## src/srs_pkg.sv

```systemverilog
`default_nettype none

package srs_pkg;

  localparam int PL_BYTES   = 20;
  localparam int PL_W       = 8 * PL_BYTES;
  localparam int SEQ_W      = 4;
  localparam int CNT_W      = 4;
  localparam int CSUM_W     = 32;
  localparam int ACKF_W     = 16;
  localparam int BIDX_W     = 5;
  localparam int WL_W       = 4;
  localparam int MOD_W      = 5;
  localparam int CFG_IDX_W  = 1;
  localparam int CFG_W      = 5;
  localparam int RED_W      = 6;
  localparam int IN_DATA_W  = 224;
  localparam int OUT_DATA_W = 208;
  localparam int OUT_PAD_W  = OUT_DATA_W - (SEQ_W + PL_W + CSUM_W + 2 + CNT_W);

  localparam logic [MOD_W-1:0] MOD_MIN = MOD_W'(2);
  localparam logic [MOD_W-1:0] MOD_MAX = MOD_W'(16);
  localparam logic [WL_W-1:0]  WL_RESET  = WL_W'(6);
  localparam logic [MOD_W-1:0] MOD_RESET = MOD_W'(12);

  typedef enum logic [1:0] {
    MODE_MSG,
    MODE_ACK,
    MODE_TMO,
    MODE_NONE
  } mode_t;

  typedef enum logic [2:0] {
    EV_SENT,
    EV_FULL,
    EV_ACKED,
    EV_DUP,
    EV_CORRUPT,
    EV_RESENT,
    EV_IDLE_TMO
  } event_t;

  typedef enum logic [1:0] {
    TMR_NONE,
    TMR_START,
    TMR_STOP,
    TMR_RESTART
  } timer_t;

  typedef enum logic [CFG_IDX_W-1:0] {
    REG_WINDOW_LIMIT,
    REG_SEQ_MODULUS
  } cfg_reg_t;

  typedef enum logic [3:0] {
    S_IDLE,
    S_SEND_WR,
    S_CSUM,
    S_ACK_CHK,
    S_RD_FIRST,
    S_RD_LAST,
    S_ACK_RANGE,
    S_REDUCE,
    S_ACK_MARK,
    S_SLIDE,
    S_RD_OLD,
    S_RS_CAP,
    S_FINISH
  } state_t;

  typedef struct packed {
    logic              start;
    logic [CSUM_W-1:0] init;
  } csum_ctl_t;

  typedef struct packed {
    logic busy;
  } csum_sts_t;

endpackage

`default_nettype wire

```

## src/srs_csum.sv

```systemverilog
`default_nettype none

module srs_csum
  import srs_pkg::*;
#(
  parameter int PAYLOAD_BYTES = 20
) (
  input  wire logic              clk,
  input  wire logic              rst,
  input  wire csum_ctl_t         ctl,
  input  wire logic [PL_W-1:0]   payload,
  output csum_sts_t              sts,
  output logic      [CSUM_W-1:0] sum
);

  logic [BIDX_W-1:0] cnt;
  logic              busy;
  logic [7:0]        pbyte [PL_BYTES];
  logic [7:0]        cur;

  for (genvar i = 0; i < PL_BYTES; i++) begin : g_bytes
    assign pbyte[i] = payload[8*i +: 8];
  end

  assign cur      = pbyte[cnt];
  assign sts.busy = busy;

  always_ff @(posedge clk) begin
    if (rst) begin
      busy <= 1'b0;
    end else if (ctl.start) begin
      busy <= 1'b1;
    end else if (busy && cnt == BIDX_W'(PAYLOAD_BYTES - 1)) begin
      busy <= 1'b0;
    end
  end

  // one signed byte per cycle
  always_ff @(posedge clk) begin
    if (ctl.start) begin
      sum <= ctl.init;
      cnt <= '0;
    end else if (busy) begin
      sum <= sum + {{(CSUM_W-8){cur[7]}}, cur};
      cnt <= cnt + BIDX_W'(1);
    end
  end

endmodule

`default_nettype wire

```

## src/selective_repeat_sender.sv

```systemverilog
`default_nettype none

// Selective-repeat ARQ sender. One word in, one word out (mode 3 is dropped
// with no result). The checksum is built by one shared adder, one payload byte
// per cycle. A send writes the packet buffer and a resend reads it; either then
// runs the checksum and loads the result register. An ack runs the checksum,
// is checked for corruption and by the first range check, and is then checked
// against the window; an accepted ack marks its slot and slides the window one
// slot at a time. The next sequence number and the ack offset are reduced
// modulo the sequence modulus one step at a time. A full window or a timeout
// with nothing in flight goes straight to the result register. Packets are
// kept in a MAX_WINDOW-deep buffer with one registered read port. The input
// is not ready while a word is in work. The finished word waits in an output
// register, and a word whose result register is still occupied stalls until
// it frees.
module selective_repeat_sender
  import srs_pkg::*;
#(
  parameter int MAX_WINDOW    = 8,
  parameter int PAYLOAD_BYTES = 20
) (
  input  wire logic                  clk,
  input  wire logic                  rst,
  input  wire logic                  s_axis_tvalid,
  output logic                       s_axis_tready,
  // data_word_low, data_word_mid, data_word_high, ack_packet_seq, ack_number,
  // ack_checksum
  input  wire logic [IN_DATA_W-1:0]  s_axis_tdata,
  // mode
  input  wire logic [1:0]            s_axis_tuser,
  output logic                       m_axis_tvalid,
  input  wire logic                  m_axis_tready,
  // out_seq, out_word_low, out_word_mid, out_word_high, out_checksum,
  // timer_action, packets_in_flight, zero pad
  output logic [OUT_DATA_W-1:0]      m_axis_tdata,
  // event_kind
  output logic [2:0]                 m_axis_tuser,
  input  wire logic                  cfg_we,
  input  wire logic [CFG_IDX_W-1:0]  cfg_index,
  input  wire logic [CFG_W-1:0]      cfg_data
);

  localparam int SLOT_W = (MAX_WINDOW > 1) ? $clog2(MAX_WINDOW) : 1;
  localparam int WSUM_W = (SLOT_W + 2 > CNT_W + 1) ? SLOT_W + 2 : CNT_W + 1;
  localparam int MEM_W  = SEQ_W + PL_W;

  function automatic logic [SLOT_W-1:0] wrap(input logic [WSUM_W-1:0] x);
    logic [WSUM_W-1:0] y;
    y = (x >= WSUM_W'(MAX_WINDOW)) ? x - WSUM_W'(MAX_WINDOW) : x;
    return y[SLOT_W-1:0];
  endfunction

  state_t state, state_next;

  logic [WL_W-1:0]  window_limit;
  logic [MOD_W-1:0] seq_modulus;
  logic [MOD_W-1:0] eff_mod;

  logic [CNT_W-1:0]      count;
  logic [SLOT_W-1:0]     oldest;
  logic [SEQ_W-1:0]      next_seq;
  logic [MAX_WINDOW-1:0] acked;

  mode_t              mode_q;
  logic [PL_W-1:0]    pl;
  logic [PL_W-1:0]    pl_in;
  logic [ACKF_W-1:0]  anum;
  logic [CSUM_W-1:0]  acks;
  logic [ACKF_W-1:0]  aseq_in, anum_in;

  logic [MEM_W-1:0]  mem [MAX_WINDOW];
  logic [MEM_W-1:0]  rd_q;
  logic              rd_en;
  logic [SLOT_W-1:0] rd_addr;
  logic [SLOT_W-1:0] wr_addr;
  logic [SEQ_W-1:0]  rd_seq;

  logic [SEQ_W-1:0]        first;
  logic                    in_win;
  logic signed [RED_W-1:0] red;
  logic                    moved;

  event_t           res_kind;
  timer_t           res_timer;
  logic [SEQ_W-1:0] res_seq;
  logic             res_pkt;

  csum_ctl_t         csum_ctl;
  csum_sts_t         csum_sts;
  logic [CSUM_W-1:0] csum_sum;

  logic accept, out_free, window_ok, red_done, ack_bad, ack_dup, mark_ok, slide_go;
  logic [SLOT_W-1:0] mark_addr;
  logic [SLOT_W-1:0] last_addr;

  // payload bytes beyond PAYLOAD_BYTES are dropped
  for (genvar i = 0; i < PL_BYTES; i++) begin : g_trim
    if (i < PAYLOAD_BYTES) begin : g_keep
      assign pl_in[8*i +: 8] = s_axis_tdata[8*i +: 8];
    end else begin : g_zero
      assign pl_in[8*i +: 8] = 8'h00;
    end
  end

  assign aseq_in = s_axis_tdata[PL_W +: ACKF_W];
  assign anum_in = s_axis_tdata[PL_W + ACKF_W +: ACKF_W];

  always_comb begin
    if (seq_modulus < MOD_MIN) begin
      eff_mod = MOD_MIN;
    end else if (seq_modulus > MOD_MAX) begin
      eff_mod = MOD_MAX;
    end else begin
      eff_mod = seq_modulus;
    end
  end

  assign s_axis_tready = (state == S_IDLE);
  assign accept    = s_axis_tvalid && s_axis_tready;
  assign out_free  = !m_axis_tvalid || m_axis_tready;
  assign window_ok = (count < window_limit) &&
                     (WSUM_W'(count) < WSUM_W'(MAX_WINDOW));
  assign red_done  = !red[RED_W-1] && (red < $signed({1'b0, eff_mod}));
  assign ack_bad   = csum_sum != acks;
  assign ack_dup   = (count == '0) || anum[ACKF_W-1] ||
                     (anum[ACKF_W-2:0] >= (ACKF_W-1)'(eff_mod));
  assign mark_ok   = in_win && (red[CNT_W-1:0] < count);
  assign slide_go  = (count != '0) && acked[oldest];
  assign rd_seq    = rd_q[PL_W +: SEQ_W];
  assign wr_addr   = wrap(WSUM_W'(oldest) + WSUM_W'(count));
  assign last_addr = wrap(WSUM_W'(oldest) + WSUM_W'(count) - WSUM_W'(1));
  assign mark_addr = wrap(WSUM_W'(oldest) + WSUM_W'(red[CNT_W-1:0]));

  // next state
  always_comb begin
    state_next = state;
    unique case (state)
      S_IDLE: begin
        if (accept) begin
          unique case (mode_t'(s_axis_tuser))
            MODE_MSG:  state_next = window_ok ? S_SEND_WR : S_FINISH;
            MODE_ACK:  state_next = S_CSUM;
            MODE_TMO:  state_next = (count == '0) ? S_FINISH : S_RD_OLD;
            MODE_NONE: state_next = S_IDLE;
          endcase
        end
      end
      S_SEND_WR: state_next = S_CSUM;
      S_CSUM: begin
        if (!csum_sts.busy) begin
          priority case (mode_q)
            MODE_MSG: state_next = S_REDUCE;
            MODE_ACK: state_next = S_ACK_CHK;
            default:  state_next = S_FINISH;
          endcase
        end
      end
      S_ACK_CHK:   state_next = (ack_bad || ack_dup) ? S_FINISH : S_RD_FIRST;
      S_RD_FIRST:  state_next = S_RD_LAST;
      S_RD_LAST:   state_next = S_ACK_RANGE;
      S_ACK_RANGE: state_next = S_REDUCE;
      S_REDUCE: begin
        if (red_done) begin
          state_next = (mode_q == MODE_MSG) ? S_FINISH : S_ACK_MARK;
        end
      end
      S_ACK_MARK: state_next = mark_ok ? S_SLIDE : S_FINISH;
      S_SLIDE:    state_next = slide_go ? S_SLIDE : S_FINISH;
      S_RD_OLD:   state_next = S_RS_CAP;
      S_RS_CAP:   state_next = S_CSUM;
      S_FINISH:   state_next = out_free ? S_IDLE : S_FINISH;
      default:    state_next = S_IDLE;
    endcase
  end

  // control outputs
  always_comb begin
    rd_en         = 1'b0;
    rd_addr       = oldest;
    csum_ctl      = '{start: 1'b0, init: '0};
    unique case (state)
      S_IDLE: begin
        if (accept && mode_t'(s_axis_tuser) == MODE_ACK) begin
          csum_ctl.start = 1'b1;
          csum_ctl.init  = {{(CSUM_W-ACKF_W){aseq_in[ACKF_W-1]}}, aseq_in} +
                           {{(CSUM_W-ACKF_W){anum_in[ACKF_W-1]}}, anum_in};
        end
      end
      S_SEND_WR: begin
        csum_ctl.start = 1'b1;
        csum_ctl.init  = CSUM_W'(next_seq) - CSUM_W'(1);
      end
      S_RS_CAP: begin
        csum_ctl.start = 1'b1;
        csum_ctl.init  = CSUM_W'(rd_seq) - CSUM_W'(1);
      end
      S_RD_FIRST, S_RD_OLD: begin
        rd_en = 1'b1;
      end
      S_RD_LAST: begin
        rd_en   = 1'b1;
        rd_addr = last_addr;
      end
      default: begin
        rd_en = 1'b0;
      end
    endcase
  end

  srs_csum #(
    .PAYLOAD_BYTES(PAYLOAD_BYTES)
  ) u_csum (
    .clk     (clk),
    .rst     (rst),
    .ctl     (csum_ctl),
    .payload (pl),
    .sts     (csum_sts),
    .sum     (csum_sum)
  );

  // packet buffer
  always_ff @(posedge clk) begin
    if (state == S_SEND_WR) begin
      mem[wr_addr] <= {next_seq, pl};
    end
    if (rd_en) begin
      rd_q <= mem[rd_addr];
    end
  end

  // control state
  always_ff @(posedge clk) begin
    if (rst) begin
      state         <= S_IDLE;
      count         <= '0;
      oldest        <= '0;
      next_seq      <= '0;
      acked         <= '0;
      window_limit  <= WL_RESET;
      seq_modulus   <= MOD_RESET;
      m_axis_tvalid <= 1'b0;
    end else begin
      state <= state_next;
      if (cfg_we) begin
        unique case (cfg_reg_t'(cfg_index))
          REG_WINDOW_LIMIT: window_limit <= cfg_data[WL_W-1:0];
          REG_SEQ_MODULUS:  seq_modulus  <= cfg_data[MOD_W-1:0];
        endcase
      end
      if (state == S_FINISH && out_free) begin
        m_axis_tvalid <= 1'b1;
      end else if (m_axis_tready) begin
        m_axis_tvalid <= 1'b0;
      end
      unique case (state)
        S_SEND_WR: begin
          acked[wr_addr] <= 1'b0;
          count          <= count + CNT_W'(1);
        end
        S_REDUCE: begin
          if (red_done && mode_q == MODE_MSG) begin
            next_seq <= red[SEQ_W-1:0];
          end
        end
        S_ACK_MARK: begin
          if (mark_ok) begin
            acked[mark_addr] <= 1'b1;
          end
        end
        S_SLIDE: begin
          if (slide_go) begin
            acked[oldest] <= 1'b0;
            oldest        <= wrap(WSUM_W'(oldest) + WSUM_W'(1));
            count         <= count - CNT_W'(1);
          end
        end
        default: begin
          count <= count;
        end
      endcase
    end
  end

  // datapath
  always_ff @(posedge clk) begin
    unique case (state)
      S_IDLE: begin
        if (accept) begin
          mode_q    <= mode_t'(s_axis_tuser);
          pl        <= pl_in;
          anum      <= anum_in;
          acks      <= s_axis_tdata[PL_W + 2*ACKF_W +: CSUM_W];
          res_pkt   <= 1'b0;
          res_timer <= TMR_NONE;
          res_kind  <= (mode_t'(s_axis_tuser) == MODE_MSG) ? EV_FULL : EV_IDLE_TMO;
        end
      end
      S_SEND_WR: begin
        res_kind  <= EV_SENT;
        res_pkt   <= 1'b1;
        res_seq   <= next_seq;
        res_timer <= (count == '0) ? TMR_START : TMR_NONE;
        red       <= RED_W'(next_seq) + RED_W'(1);
      end
      S_ACK_CHK: begin
        res_kind <= ack_bad ? EV_CORRUPT : EV_DUP;
      end
      S_RD_LAST: begin
        first <= rd_seq;
      end
      S_ACK_RANGE: begin
        in_win <= (first <= rd_seq) ?
                  (anum[SEQ_W-1:0] >= first && anum[SEQ_W-1:0] <= rd_seq) :
                  (anum[SEQ_W-1:0] >= first || anum[SEQ_W-1:0] <= rd_seq);
        red    <= RED_W'(anum[SEQ_W-1:0]) - RED_W'(first);
      end
      S_REDUCE: begin
        if (!red_done) begin
          red <= red[RED_W-1] ? red + RED_W'(eff_mod) : red - RED_W'(eff_mod);
        end
      end
      S_ACK_MARK: begin
        moved    <= 1'b0;
        res_kind <= EV_DUP;
      end
      S_SLIDE: begin
        if (slide_go) begin
          moved <= 1'b1;
        end else begin
          res_kind  <= EV_ACKED;
          res_timer <= !moved ? TMR_NONE : ((count != '0) ? TMR_RESTART : TMR_STOP);
        end
      end
      S_RS_CAP: begin
        pl        <= rd_q[PL_W-1:0];
        res_seq   <= rd_seq;
        res_kind  <= EV_RESENT;
        res_pkt   <= 1'b1;
        res_timer <= TMR_START;
      end
      S_FINISH: begin
        if (out_free) begin
          m_axis_tuser <= res_kind;
          m_axis_tdata <= {{OUT_PAD_W{1'b0}}, count, res_timer,
                           res_pkt ? csum_sum : {CSUM_W{1'b0}},
                           res_pkt ? pl : {PL_W{1'b0}},
                           res_pkt ? res_seq : {SEQ_W{1'b0}}};
        end
      end
      default: begin
        res_pkt <= res_pkt;
      end
    endcase
  end

endmodule

`default_nettype wire
```

## config.mk

```make
export PLATFORM = sky130hd
export DESIGN_NAME = selective_repeat_sender
export DESIGN_NICKNAME = d
export VERILOG_FILES = /design/src/srs_pkg.sv /design/src/srs_csum.sv /design/src/selective_repeat_sender.sv
export SDC_FILE = /design/constraint.sdc
export NUM_CORES = 2
export LEC_CHECK = 0
export BUFFER_PORTS_ARGS = -buffer_cell sky130_fd_sc_hd__buf_2
export CORE_ASPECT_RATIO = 0.5
export CORE_UTILIZATION = 53
export CTS_CLUSTER_SIZE = 16
export DETAILED_ROUTE_END_ITERATION = 10
export HOLD_SLACK_MARGIN = 0.15
export PLACE_DENSITY = 0.77
export REMOVE_ABC_BUFFERS = 1
export SLEW_MARGIN = 20
export SYNTH_ARGS = -nofsm -noshare
export SYNTH_HDL_FRONTEND = slang
export SYNTH_SLANG_ARGS = --single-unit
```

## constraint.sdc

```tcl
create_clock -name clk -period 30.5 [get_ports clk]
set_input_delay 0 -clock clk [delete_from_list [all_inputs] [get_ports clk]]
set_output_delay 0 -clock clk [all_outputs]
set_load 0.01 [all_outputs]
```

# Word-level counts from Yosys, hierarchy flattened
# Memories as Yosys holds them, arrays and structs flattened. A register that Yosys moved wholly into a read port is not among the register bits.
# Cells that the tools add are included.
[classes] order_cmp=21 n_eq_ne=25 n_bitwise=7 n_reduce_logical=54 addsub=19 n_mux=69
[op_table] op="160-bit one-hot mux with 2 select lines" count=1
[op_table] op="160-bit two-way mux" count=1
[op_table] op="33-bit one-hot mux with 3 select lines" count=1
[op_table] op="32-bit two-way mux" count=2
[op_table] op="4-bit one-hot mux with 12 select lines" count=1
[op_table] op="8-bit binary-select mux with 5-bit select" count=1
[op_table] op="3-bit two-way mux" count=13
[op_table] op="33-bit two-way mux" count=1
[op_table] op="32-bit adder" count=1
[op_table] op="8-bit two-way mux" count=4
[op_table] op="32-bit inequality test" count=1
[op_table] op="4-bit two-way mux" count=7
[op_table] op="4-bit one-hot mux with 2 select lines" count=3
[op_table] op="8-bit one-hot mux with 3 select lines" count=1
[op_table] op="2-bit AND reduction" count=11
[op_table] op="4-bit equality test (second input constant)" count=5
[op_table] op="3-bit one-hot mux with 6 select lines" count=1
[op_table] op="6-bit one-hot mux with 3 select lines" count=1
[op_table] op="16-bit by 16-bit adder with 17-bit output" count=1
[op_table] op="8-bit AND" count=2
[op_table] op="4-bit by 3-bit equality test with 1-bit output (second input constant)" count=4
[op_table] op="1-bit two-way mux" count=16
[op_table] op="8-bit inverter" count=2
[op_table] op="4-bit one-hot mux with 4 select lines" count=1
[op_table] op="other kinds (54)" count=113
[word_totals] reg_bits=508 n_memories=1 mem_bits_rw=1312 inputBits=237 elab_cells=222
[memory_table] memory="mem" depth=8 width=164 rd=1 rd_clocked_by_memory_dff=1 write_ports=1 line_no="selective_repeat_sender.sv:71" text="logic [MEM_W-1:0] mem [MAX_WINDOW];"

# Depth between registers and ports, before layout
[logic_depth] ltp_word=10 ltp_mapped=19

# Modules after synthesis
# Synthesis repeated with hierarchy kept, for this count alone.
[hier_totals] cells_unflattened=3997 hier_area_um2=79526.3
[modules_own_cells] mod="selective_repeat_sender" area_each_um2=75062.0 seq_area_each_um2=58105.7 instances=1 cells_each=3540
[modules_own_cells] mod="srs_csum" area_each_um2=4464.3 seq_area_each_um2=1081.0 instances=1 cells_each=457

# Worst setup path after synthesis
# OpenSTA, ideal clock, no wires.
[synth_path] path_type="register to register" startpoint="register state[3]" endpoint="register m_axis_tdata[0], enable pin" synth_period_minus_slack_ns=15.975 stages_incl_launch_ff=5 required_ns=29.479 setup_slack_ns=14.525 arrival_time_ns=14.954 cell_sequence="dfxtp_1 clkbuf_1 clkbuf_1 nand2_1 nor3_1"
[synth_between] elab_chain_cells=2
[synth_lines] item="from (decl)" line_no="selective_repeat_sender.sv:53" text="state_t state, state_next;"
[synth_lines] item="from (signal assigned)" line_no="selective_repeat_sender.sv:243" text="state <= state_next;"
[synth_lines] item="4-bit equality test" line_no="selective_repeat_sender.sv:286" text="unique case (state)"
[synth_lines] item="2-bit AND reduction (no line)"
[synth_lines] item="to (signal assigned)" line_no="selective_repeat_sender.sv:344" text="m_axis_tdata <= {{OUT_PAD_W{1'b0}}, count, res_timer,"
[synth_lines] item="to (decl)" line_no="selective_repeat_sender.sv:35" text="output logic [OUT_DATA_W-1:0] m_axis_tdata,"
# Every way passes these cells.
# A chain may end at the register's enable or synchronous reset.

# Worst setup path in the final report
[layout_path] startpoint="register u_csum.cnt[0]" endpoint="register u_csum.sum[29] (data pin)"
[layout_between] elab_chain_cells=7
[layout_lines] item="from (decl)" line_no="srs_csum.sv:16" text="logic [BIDX_W-1:0] cnt;"
[layout_lines] item="from (signal assigned)" line_no="srs_csum.sv:45" text="cnt <= cnt + BIDX_W'(1);"
[layout_lines] item="5-bit inverter with 6-bit output (not written as such)" line_no="srs_csum.sv:25" text="assign cur = pbyte[cnt];"
[layout_lines] item="8-bit binary-select mux with 5-bit select" line_no="srs_csum.sv:25"
[layout_lines] item="8-bit two-way mux (not written as such) (2 in a row)" line_no="srs_csum.sv:25"
[layout_lines] item="32-bit adder" line_no="srs_csum.sv:44" text="sum <= sum + {{(CSUM_W-8){cur[7]}}, cur};"
[layout_lines] item="32-bit two-way mux" line_no="srs_csum.sv:43" text="end else if (busy) begin"
[layout_lines] item="32-bit two-way mux" line_no="srs_csum.sv:40" text="if (ctl.start) begin"
[layout_lines] item="to (signal assigned)" line_no="srs_csum.sv:41" text="sum <= ctl.init;"
[layout_lines] item="to (signal assigned)" line_no="srs_csum.sv:44"
[layout_lines] item="to (decl)" line_no="srs_csum.sv:13" text="output logic [CSUM_W-1:0] sum"
# Every way passes these cells. The select of a mux whose other input is x is not followed.

==> impl_metrics.json <==
{
  "status": "completed",
  "root_buffer": "clkbuf_16",
  "drtPass1Iterations": 6,
  "drv_cap": 0,
  "worstPathCellList": "buf_4, mux4_2, mux2_2, a21oi_1, o22a_1, inv_1, ha_1, a211o_1, o2111ai_1, a41oi_1, o21ai_1, o211ai_1, a221oi_2, o21ai_0, xnor2_1, o21ai_1",
  "crit_type": "reg -> reg",
  "core_um2": 147000,
  "worst_slew_pin_slew_ps": 1180,
  "antenna_found_initial": 7,
  "skew_ps": 27.4,
  "placedCellCount": 6239,
  "wirelength_um": 196000,
  "slew_headroom_pct": 21.4,
  "hold_slack_ps": 228,
  "final_cell_mix": "edfxtp_1, dlygate4sd3_1, buf_2",
  "via_per_inst": 6.12,
  "tns_ps": 0,
  "grt_start_max_net_pins": 157,
  "dpl_worst_slack_ps": 24780,
  "yosys.area.top_type": "edfxtp_1",
  "worstSetupEndpointType": "flip-flop",
  "grt_pass1_wl_um": 287000,
  "cp.required_ps": 31030,
  "cts_buffer_depth": 3,
  "post-route-util_pct": 63.9,
  "dpl.hpwl_um": 106000,
  "synth_edf_count": 1945,
  "fp.dieW_um": 549,
  "row_count": 99,
  "startpoint_type": "flip-flop",
  "clkSinkCount": 1984,
  "postSynthCellCount": 3944,
  "netlist-cell-type-count": 78,
  "overflow": 0,
  "finalInstanceArea_um2": 93900,
  "cts_buffers": 167,
  "netlist_area_um2": 79200,
  "yosysWarnings": 0,
  "async_flop_share_pct": 0,
  "dieHeight_um": 275,
  "p_per_area_nw_per_um2": 81.4,
  "fin_nets": 5249,
  "setup_viol": 0,
  "period_needed_ps": 5920,
  "cp.arrival_ps": 6450,
  "clkTransAtPathRegs_ps": 60,
  "clk_latency_ps": 820,
  "hold_viol": 0,
  "initialDrtViolationCount": 5148,
  "peakVddDrop_mv": 0.0795,
  "cp_common_cell": "o21ai_1",
  "drcViolationCount": 0,
  "num_vias": 42900,
  "drtAntennaViolNets": 0,
  "p_total_mw": 7.64,
  "fmaxAchievable_ghz": 0.169,
  "rsz0062_at_grt": "no",
  "synth_top_area_share_pct": 73.7,
  "routedWlPerCell_um": 27.9,
  "track_usage_pct": 25.9,
  "setup_ws_ps": 24580,
  "slowest_delay_ps": 680,
  "syn_area_per_cell_um2": 20.1,
  "ys_seq_elements": 1984,
  "min_path_type": "in -> reg",
  "die_area_um2": 151000,
  "leakagePower_nw": 32.1,
  "path_max_fanout": 24,
  "gp_congestion": 0.872,
  "placed_area_um2": 83800,
  "final_cells": 7017,
  "layout-area-overhead-vs-synth_pct": 18.6,
  "fin_crit_sh_pct": 19.4,
  "cts_max_level": 4,
  "grt_pass1_vias": 44500,
  "post_cts_buffers": 0,
  "cts_tree": "yes",
  "slew_viol_final": 0,
  "port_buffers": 443,
  "start_util_pct": 53.9,
  "ios": 450,
  "synth_ff_type": "edfxtp_1",
  "drive_above_1_share_pct": 28.9,
  "layout_commonest_cell": "edfxtp_1",
  "ys_top_cells_by_area": "edfxtp_1, mux4_2, mux2_2",
  "slowest_stage": "dfxtp_4",
  "synth.yosys.seq_area_share_pct": 74.7
}
## critical path: cells and delay by family, from the launching register on
| family | cells | cell delay (ps) |
|---|---|---|
| AO/OA/AOI/OAI | 10 | 2680 |
| XOR/XNOR | 1 | 220 |
| adder cells (fa/ha/maj) | 1 | 310 |
| buffers and inverters | 2 | 750 |
| flip-flops | 1 | 680 |
| multiplexers | 2 | 980 |
## synthesized netlist by cell type (39+ instances only)
| library cell | n |
|---|---|
| ha_1 | 90 |
| o21ai_0 | 44 |
| xor2_1 | 62 |
| inv_1 | 62 |
| a21oi_1 | 83 |
| mux2_2 | 327 |
| dfxtp_1 | 39 |
| nand2_1 | 73 |
| edfxtp_1 | 1945 |
| clkbuf_1 | 99 |
| o21ai_1 | 40 |
| nor2_1 | 103 |
| and2_1 | 199 |
| buf_2 | 46 |
| mux4_2 | 375 |
## power by group
part / leakage [nW] / switching (mW) / total (mW) / internal [mW]
sequential: 18.0 / 0.287 / 3.82 / 3.53
combinational: 11.5 / 1.00 / 1.68 / 0.675
clock: 2.59 / 0.991 / 2.15 / 1.16
## path summary, 6_finish.rpt
path	from	to	slack (ps)	cells past startpoint
worst max-delay path	u_csum.cnt[0]	u_csum.sum[29]	24580	16
worst max register to register	u_csum.cnt[0]	u_csum.sum[29]	24580	16
worst min-delay path	cfg_we	seq_modulus[3]	230	4
worst min register to register	res_timer[1]	m_axis_tdata[197]	440	0
## routing by layer
layer | global-route usage [%] | vias up | share of wire, %
met1 | 33.4 | 22200 | 37
met3 | 4.62 | 417 | 8.7
met2 | 44.4 | 2458 | 51
met4 | 10.2 | 4 | 3.6
met5 | 0 | - | 0.013
li1 | - | 17800 | -
## final cells by class
cell class                      count  area (um2)
Tap cell                         1969        2460
Inverter                           66         249
Sequential cell                  1984       59200
Fill cell                        9445       53100
Timing Repair Buffer              975        7490
Clock buffer                      203        4350
Multi-Input combinational cell   1721       19100
Antenna cell                        3        7.51
Clock inverter                     96         996
## state kept, by name, indices dropped and copies added (netlist names), 2 cells and up
register	cells
res_seq	4
state	4
m_axis_tuser	3
pl	160
acks	32
next_seq	4
rd_q	164
u_csum.cnt	5
res_kind	3
count	4
window_limit	4
res_timer	2
mem	1312
oldest	3
anum	16
red	6
u_csum.sum	32
seq_modulus	5
mode_q	2
acked	8
first	4
m_axis_tdata	202
## kinds of logic after synthesis
group                      Yosys count  share of synthesized area [%]
AOI/OAI and AO/OA                  298                           2.37
xor gates and xnor gates            98                           1.11
adders and majority gates           98                           1.61
buffers and inverters              244                           1.27
DFF                               1984                           74.7
muxes                              713                           15.5
other                                1                        0.00474
and+or+nand+nor                    508                           3.44
## timing repair
action                     CTS  global route
hold endpoints to repair   294             0
hold buffers               476             0
setup endpoints to repair    0             0
resized for setup            0             0
No activity file was read; power rests on OpenSTA's default activity.
